## config.mk

```make
export PLATFORM = sky130hd
export DESIGN_NAME = xvbd_front
export DESIGN_NICKNAME = d
export VERILOG_FILES = /design/src/rtl/xvbd_pkg.sv /design/src/rtl/xvbd_front.sv
export SDC_FILE = /design/constraint.sdc
export NUM_CORES = 1
export LEC_CHECK = 0
export ABC_AREA = 1
export BUFFER_PORTS_ARGS = -buffer_cell sky130_fd_sc_hd__buf_2
export CAP_MARGIN = 20
export CORE_MARGIN = 3
export CORE_UTILIZATION = 49
export DETAILED_ROUTE_END_ITERATION = 10
export PLACE_DENSITY = 0.85
export SKIP_LAST_GASP = 1
export SLEW_MARGIN = 20
export SYNTH_ARGS = -nofsm -noshare
export SYNTH_HDL_FRONTEND = slang
export SYNTH_SLANG_ARGS = --single-unit
```

## constraint.sdc

```tcl
create_clock -name i_clk -period 5.8 [get_ports i_clk]
set_input_delay 0.29 -clock i_clk [delete_from_list [all_inputs] [get_ports i_clk]]
set_output_delay 0.29 -clock i_clk [all_outputs]
set_load 0.02 [all_outputs]
```

## src/rtl/xvbd_pkg.sv

```systemverilog
// Shared types, constants and the round mixing function of the XTEA-variant decryptor.
`timescale 1ns / 1ps

package xvbd_pkg;

    localparam logic [31:0] DELTA      = 32'h9E37_79B9;
    localparam int          KEY_WORDS  = 4;
    localparam int          CFG_IDX_W  = 8;
    localparam int          WORD_W     = 32;

    // Configuration register indexes
    localparam logic [CFG_IDX_W-1:0] CFG_KEY_WORD0 = CFG_IDX_W'(0);
    localparam logic [CFG_IDX_W-1:0] CFG_KEY_WORD1 = CFG_IDX_W'(1);
    localparam logic [CFG_IDX_W-1:0] CFG_KEY_WORD2 = CFG_IDX_W'(2);
    localparam logic [CFG_IDX_W-1:0] CFG_KEY_WORD3 = CFG_IDX_W'(3);

    typedef struct packed {
        logic [WORD_W-1:0] first;
        logic [WORD_W-1:0] second;
    } t_block;

    typedef logic [KEY_WORDS-1:0][WORD_W-1:0] t_key;

    function automatic logic [WORD_W-1:0] mix_term(
        input logic [WORD_W-1:0] half,
        input logic [WORD_W-1:0] sum,
        input logic [WORD_W-1:0] kw
    );
        return (half ^ sum) + kw + ((half << 4) ^ (half >> 5));
    endfunction

endpackage

```

## src/rtl/xvbd_front.sv

```systemverilog
// Front end: accepts ciphertext requests into a two-entry queue ahead of the round pipeline.
`timescale 1ns / 1ps

module xvbd_front (
    input  logic                 i_clk,
    input  logic                 i_rst_n,
    input  logic                 i_in_valid,
    output logic                 o_in_ready,
    input  xvbd_pkg::t_block     i_in_block,
    output logic                 o_q_valid,
    input  logic                 i_q_ready,
    output xvbd_pkg::t_block     o_q_block
);

    xvbd_pkg::t_block r_mem [2];
    logic             r_wr_ptr, n_wr_ptr;
    logic             r_rd_ptr, n_rd_ptr;
    logic [1:0]       r_count,  n_count;
    logic             w_push, w_pop;

    assign o_in_ready = (r_count != 2'd2);
    assign o_q_valid  = (r_count != 2'd0);
    assign o_q_block  = r_mem[r_rd_ptr];

    assign w_push = i_in_valid && o_in_ready;
    assign w_pop  = o_q_valid && i_q_ready;

    always_comb begin
        n_wr_ptr = w_push ? ~r_wr_ptr : r_wr_ptr;
        n_rd_ptr = w_pop  ? ~r_rd_ptr : r_rd_ptr;
        n_count  = r_count + 2'(w_push) - 2'(w_pop);
    end

    always_ff @(posedge i_clk) begin
        if (!i_rst_n) begin
            r_wr_ptr <= 1'b0;
            r_rd_ptr <= 1'b0;
            r_count  <= 2'd0;
        end else begin
            r_wr_ptr <= n_wr_ptr;
            r_rd_ptr <= n_rd_ptr;
            r_count  <= n_count;
        end
    end

    always_ff @(posedge i_clk) begin
        if (w_push) begin
            r_mem[r_wr_ptr] <= i_in_block;
        end
    end

endmodule

```

---- Word level (Yosys, flattened, before mapping) ----
Memory sizes are Yosys's and may differ from the RTL's. A register that Yosys moved wholly into a read port is not among the register bits.
Cells that the tools add are included.
cells by class
  $add $sub $neg .......................... 2
  multiply operators ...................... 0
  divide/modulo/power cells ............... 0
  $lt $le $gt $ge ......................... 0
  equality and inequality tests ........... 1
  shift operators ......................... 0
  muxes and demuxes ....................... 4
  bitwise operators ....................... 2
  reductions and logical operators ........ 3
operators with widths
  operator              count
  $mux W1               4
  $add A2 B1 Y2         1
  $logic_and A1 B1 Y1   2
  $ne A2 B2 Y1 const B  1
  $not A1 Y1            2
  $reduce_bool A2 Y1    1
  $sub A2 B1 Y2         1
storage, ports and cells
  bits in registers ....................... 4
  latch bits .............................. 0
  RAM bits ................................ 128
  bits in read-only memories .............. 0
  bits of input ports ..................... 68
  output and inout bits ................... 66
  memories ................................ 1
memory list
  name   depth  bits a word  rd ports  clocked after memory_dff  wr ports  RTL line          text
  r_mem  2      64           1         1                         1         xvbd_front.sv:15  xvbd_pkg::t_block r_mem [2];

---- Logic depth before layout (Yosys ltp) ----
Gate-level depths: netlist of the first run.
  depth in word-level cells ............... 4
  gate-level depth with buffers ........... 11
  depth with buffers taken out ............ 11

---- Worst setup path before layout of the first run ----
No wires, ideal clock.
  kind .................................... flip-flop to flip-flop
  start point ............................. register r_count[0]
  end point ............................... memory r_mem[0][0] (netlist bit), enable pin
  library setup time ...................... 0.486 ns
  arrival time ............................ 3.384 ns
  slack ................................... 1.929 ns
  cell stages (with the launch flop) ...... 5
  buffers on the path ..................... 0
  period minus slack after synthesis ...... 3.871 ns
  path through ............................ dfxtp_1 > inv_1 > nand2_1 > nand2_1 > nor2_1
on the way
  word-level cells in the longest chain between the ends .. 4
ends and longest elaborated chain
  item                           RTL line          text
  start: declaration             xvbd_front.sv:18  logic [1:0] r_count, n_count;
  start signal: assignment       xvbd_front.sv:42  r_count <= n_count;
  $ne A2 B2 Y1                   xvbd_front.sv:21  assign o_in_ready = (r_count != 2'd2);
  via o_in_ready                 xvbd_front.sv:8   output logic o_in_ready,
  $logic_and A1 B1 Y1            xvbd_front.sv:25  assign w_push = i_in_valid && o_in_ready;
  $mux W1                        xvbd_front.sv:47  if (w_push) begin
  $mux W1 (not written as such)  xvbd_front.sv:48  r_mem[r_wr_ptr] <= i_in_block;
  end: declaration               xvbd_front.sv:15
The timed path passes the listed nets, and every way through them passes these cells.

==> results of run 1 <==
## Yosys cell counts
library cell	number	area share (%)
edfxtp_1	128	74
mux2_4	60	17
nand2_1	9	0.65
nor2_1	8	0.58
inv_1	7	0.51
buf_12	6	2.3
dfxtp_1	5	1.9
mux2_2	4	0.87
nand3_1	3	0.29
a21oi_1	2	0.19
ha_1	2	0.48
buf_6	1	0.22
## flip-flops by register name, indices dropped and copies added, names as in the netlist, named ones only
| register | cells |
|---|---|
| r_mem | 128 |
| r_count | 2 |
| r_rd_ptr | 1 |
| r_wr_ptr | 1 |
## area by class of cell
cell class / count / area, um^2 / area share [%]
Tap cell: 133 / 166 / 2.33
Clock buffer: 20 / 445 / 6.24
Clock inverter: 12 / 154 / 2.16
Inverter: 7 / 26.3 / 0.368
Sequential cell: 133 / 3950 / 55.3
Multi-Input combinational cell: 88 / 1070 / 15.0
Timing Repair Buffer: 200 / 1330 / 18.6
## per-layer routing
metal  global-route usage [%]  part of all wire (%)  routed length (um)  vias up
li1                         -                     -                   -     1340
met1                     18.6                    38                3750     1383
met2                     31.8                    55                5400      102
met3                     6.51                   5.8                 571       15
met4                     7.12                   1.6                 155        0
met5                        0                     0                   0        -
## metrics by stage
step | utilization (%) | total power, mW
floorplan | - | 1.91
global placement | 59.0 | 2.06
detailed placement | 59.0 | 2.09
CTS | 71.4 | 3.18
global route | 71.4 | 3.29
finish | 71.4 | 3.15
## critical path: stages (launching register included)
cell and delay [ps]:
dfxtp_4 670, buf_4 650, mux2_2 420, buf_2 160
## final timing paths
kind / from / endpoint / slack, ps
setup / recovery: flop / o_q_block[2] / 3050
hold / removal: i_rst_n / r_count[0]$_SDFF_PN0_ / 50
setup reg to reg: r_count[0]$_SDFF_PN0_ / r_mem[0][4]$_DFFE_PP_ / 3690
hold reg to reg: r_rd_ptr$_SDFFE_PN0P_ / r_rd_ptr$_SDFFE_PN0P_ / 500
## logic make-up (layout without fill, tap and decap cells)
logic type                 count (synthesis)  in the layout  share of synthesized area (%)
buffers and inverters                     14            239                           3.05
DFF                                      133            133                           76.4
AOI/OAI and AO/OA                          2              2                          0.194
muxes                                     64             64                           18.3
adders and majority gates                  2              2                          0.485
and+or+nand+nor                           20             20                           1.53
## power by group through the flow
stage	clock [mW]	combinational (mW)	sequential, mW
after floorplan	0	0.632	1.27
after CTS	1.08	0.815	1.29
after global placement	0	0.765	1.30
final	1.05	0.808	1.29
after global routing	1.12	0.866	1.30
after detailed placement	0	0.778	1.31
==> out/qor.yml, run 1 <==
grt_usage_pct: 17.7
die_h_um: 109
cts.sinks: 133
route.detailed.drc: 0
status: "finished clean"
p_comb_share_pct: 25.7
rows: 36
final_cell_mix: "buf_2, edfxtp_1, dlygate4sd3_1"
worst_pin_slew_ps: 706
finClkSkew_ps: 7.94
maxSlewViolCount: 0
holdBufCountCts: 64
clock_path_buffers: 2
htreeDepth: 4
cts_tree: "built"
hold_viol: 0
p_sw_mw: 0.884
ys_ff_latch: 133
first_global_vias: 3171
synth_nets: 305
max_slew_margin_pct: 52.9
reg2reg_depth: 5
min_period_over_period_pct: 47.3
cp_max_fo: 39
dpl.cell_count: 497
cp.required_ps: 5510
portBuffers: 133
internal-power_mw: 2.27
dpl.hpwl_um: 5960
drt_iter0_drc: 107
grt_remaining_overflow: 0
min_delay_path_depth: 3
ioPinCount: 134
fill_cells: 636
antenna_found_initial: 0
end_kind: "output port"
die_w_um: 109
swShare_pct: 28.1
routed_via_density: 4.79
path_clk_slew_ps: 60
place_area_um2: 5900
num_antenna_cells: 0
power_frac_seq_pct: 40.9
place.gp.congestion: 0.706
path_class: "reg -> out"
whs_ps: 50.7
via_count: 2840
post_cts_buffers: 0
cap_violations: 0
fin_nets: 517
clock_latency_ps: 500
p_clk_share_pct: 33.5
synthDistinctLibCells: 12
pre_cts_slack_ps: 3580
fin_area_um2: 7140
p_leak_nw: 2.87
worstHoldPathType: "in -> reg"
syn2layout_area_growth_pct: 38.3
setup_ws_ps: 3050
synth_seq_area_share_pct: 76.4
start_kind: "flop"
antenna_left: 0
ir_worst_vdd_uv: 243
synth.avg_cell_area_um2: 22.0
cts_buffers: 17
grt_pass1_wl_um: 15300
final_common_cell: "buf_2"
fin_tns_setup_ps: 0
finalSetupViolCount: 0
fin_crit_ps: 2750
cts_root_buf: "clkbuf_8"
rsz0062_at_grt: "false"
grt_max_degree: 48
drt-pass1-iter-count: 4
wl_per_cell_um: 16.6
fmax_mhz: 364
dieArea_um2: 11800
instances_no_fill: 593
start_util_pct: 51.6
ys_warn_count: 0
cts_resized: 0
synth_cells: 235
syn_area_um2: 5160
core_area_um2: 10000
power_density_nw_per_um2: 441
wl_um: 9870
cp_data_arrival_time_ps: 2460
drive_above_1_share_pct: 50.9
Note: power is estimated with default switching activity, not from simulation.
==> run 2: changes to the inputs <==
clock period = 2.7 ns   (was 5.8 ns; I/O delays follow)
==> run 2 against run 1 <==
Final cell count rose by 0.84%; critical path depth did not move; utilization rose by 0.75 points; combinational power rose by 120%; sequential cell count did not move; register-to-register slack got worse by 2800 ps; via count fell by 0.14%; clock power rose by 110%; sequential power rose by 120%.
==> out/qor.yml, run 2 (same netlist as run 1, synthesis figures left out) <==
crit_chain: "buf_4, mux2_4, buf_2"  # was buf_4, mux2_2, buf_2
p_leak_nw: 2.90  # was 2.87 nW
rows: 36  # unchanged
p_comb_share_pct: 26.4  # was 25.7%
cp.required_ps: 2570  # was 5510 ps
route.detailed.drc: 0  # unchanged
ir_worst_vdd_uv: 705  # was 243 uV
r2r_start: "r_count[0]$_SDFF_PN0_"  # unchanged
max_stage_delay_ps: 760  # was 670 ps
portBuffers: 133  # unchanged
ioPinCount: 134  # unchanged
crit_buf_inv: 2  # unchanged
cts.sinks: 133  # unchanged
status: "finished clean"  # unchanged
r2r_setup_slack_ps: 850  # was 3690 ps
path_depth: 3  # unchanged
grt_pass1_wl_um: 15300  # about the same
worst_pin_slew_ps: 650  # was 706 ps
cts_resized: 0  # unchanged
finish.utilization_pct: 72.1  # was 71.4%
drive_above_1_share_pct: 50.3  # was 50.9%
power_frac_seq_pct: 41.1  # was 40.9%
drt_iter0_drc: 120  # was 107
cp_data_arrival_time_ps: 2080  # was 2460 ps
worstHoldPathType: "in -> reg"  # unchanged
clock_path_buffers: 2  # unchanged
swShare_pct: 28.3  # was 28.1%
dpl.hpwl_um: 6120  # was 5960 um
antenna_found_initial: 0  # unchanged
max_slew_margin_pct: 56.5  # was 52.9%
fin_nets: 522  # was 517
slowest_stage: "dfxtp_4"  # unchanged
cts_buffers: 17  # unchanged
clock_latency_ps: 500  # about the same
cp_max_fo: 35  # was 39
final_cell_mix: "buf_2, edfxtp_1, dlygate4sd3_1"  # unchanged
top_register: "r_mem"  # unchanged
fin_tns_setup_ps: 0  # unchanged
grt_usage_pct: 17.6  # was 17.7%
p_clk_share_pct: 32.5  # was 33.5%
grt_use_met1_pct: 19.8  # was 18.6%
power_density_nw_per_um2: 940  # was 441 nW/um^2
dieArea_um2: 11800  # unchanged
wl_um: 10000  # was 9870 um
num_antenna_cells: 0  # unchanged
antenna_left: 0  # unchanged
cts_root_buf: "clkbuf_8"  # unchanged
wl_per_cell_um: 16.7  # was 16.6 um
critPathTopFamily: "flip-flops"  # was buffers and inverters
largest_reg_flops: 128  # unchanged
syn2layout_area_growth_pct: 39.7  # was 38.3%
cap_violations: 0  # unchanged
cp-endpoint: "o_q_block[13]"  # was o_q_block[2]
htreeDepth: 4  # unchanged
via_count: 2836  # was 2840
whs_ps: 359  # was 50.7 ps
path_class: "reg -> out"  # unchanged
reg2reg_depth: 5  # unchanged
die_h_um: 109  # unchanged
internal-power_mw: 4.86  # was 2.27 mW
cts_tree: "built"  # unchanged
grtUsageMet3_pct: 5.39  # was 6.51%
grt_max_degree: 40  # was 48
finalSetupViolCount: 0  # unchanged
fmax_mhz: 452
rsz0062_at_grt: "false"  # unchanged
r2r-end: "r_mem[0][62]$_DFFE_PP_"  # was r_mem[0][4]$_DFFE_PP_
first_global_vias: 3105  # was 3171
place.gp.congestion: 0.700  # was 0.706
drt-pass1-iter-count: 4  # unchanged
fill_cells: 631  # was 636
routed_via_density: 4.74  # was 4.79
start_kind: "flop"  # unchanged
min_period_over_period_pct: 82.0
p_sw_mw: 1.92  # was 0.884 mW
start_util_pct: 51.6  # unchanged
path_clk_slew_ps: 60  # about the same
final_common_cell: "buf_2"  # unchanged
maxSlewViolCount: 0  # unchanged
fin_crit_ps: 2210
end_kind: "output port"  # unchanged
grt-busiest-layer: "met2"  # unchanged
hold_viol: 0  # unchanged
largestRegisters: "r_mem: 128 flops, r_count: 2 flops"  # unchanged
core_area_um2: 10000  # unchanged
use_met2_pct: 31.8  # about the same
hp-start: "i_in_block[15]"  # was i_rst_n
finClkSkew_ps: 8.44  # was 7.94 ps
grt_remaining_overflow: 0  # unchanged
die_w_um: 109  # unchanged
## run 2: cell types whose count changed in the layout (fill, tap and decap cells not counted), sizes merged
cell | before | now
buf | 136 | 138
clkbuf | 20 | 19
clkinv | 5 | 6
dlygate4sd3 | 64 | 67
## run 2: stage by stage
stage          cells  total power [mW]  setup WS, ps  instance area (um^2)
2_1_floorplan    235              4.08           300                  5170
3_3_place_gp     499              4.48           939                  5960
3_5_place_dp     499              4.54           878                  5960
4_1_cts          598              6.83           431                  7210
5_1_grt          598              7.07           377                  7210
6_report         598              6.78           487                  7210
## run 2: cell type report
cell class	instances	area (um^2)	share of cell area [%]
clock buffers	19	422	5.85
well taps	133	166	2.31
inverters	7	26.3	0.364
flip-flops and latches	133	3950	54.7
multi-input cells	88	1070	14.8
repair buffers	205	1420	19.7
clock inverters	13	158	2.19
## run 2: worst min path at each step
stage / to / depth (start not counted) / slack (ps)
finish: r_mem[1][15]$_DFFE_PP_ / 2 / 360
global route: r_mem[1][17]$_DFFE_PP_ / 2 / 340
CTS: r_mem[1][15]$_DFFE_PP_ / 2 / 330
detailed placement: r_mem[0][46]$_DFFE_PP_ / 1 / 330
global placement: r_mem[0][32]$_DFFE_PP_ / 1 / 320
floorplan: r_count[0]$_SDFF_PN0_ / 2 / 230
## run 2: power groups by stage
stage	Clock (mW)	Combinational [mW]	Sequential, mW
finish	2.20	1.79	2.78
global route	2.35	1.90	2.82
CTS	2.25	1.79	2.79
detailed placement	0	1.71	2.83
global placement	0	1.67	2.81
floorplan	0	1.36	2.72
## run 2: what timing repair did
action | CTS | global route
buffers inserted | 0 | 0
hold endpoints to repair | 133 | 0
hold buffers | 67 | 0
## run 2: metal layers
layer	vias to the layer above	share of wire, %	wire [um]
met1	1362	39	3860
li1	1348	-	-
met2	111	54	5450
met4	0	1.5	147
met5	-	0	0
met3	15	5.6	557
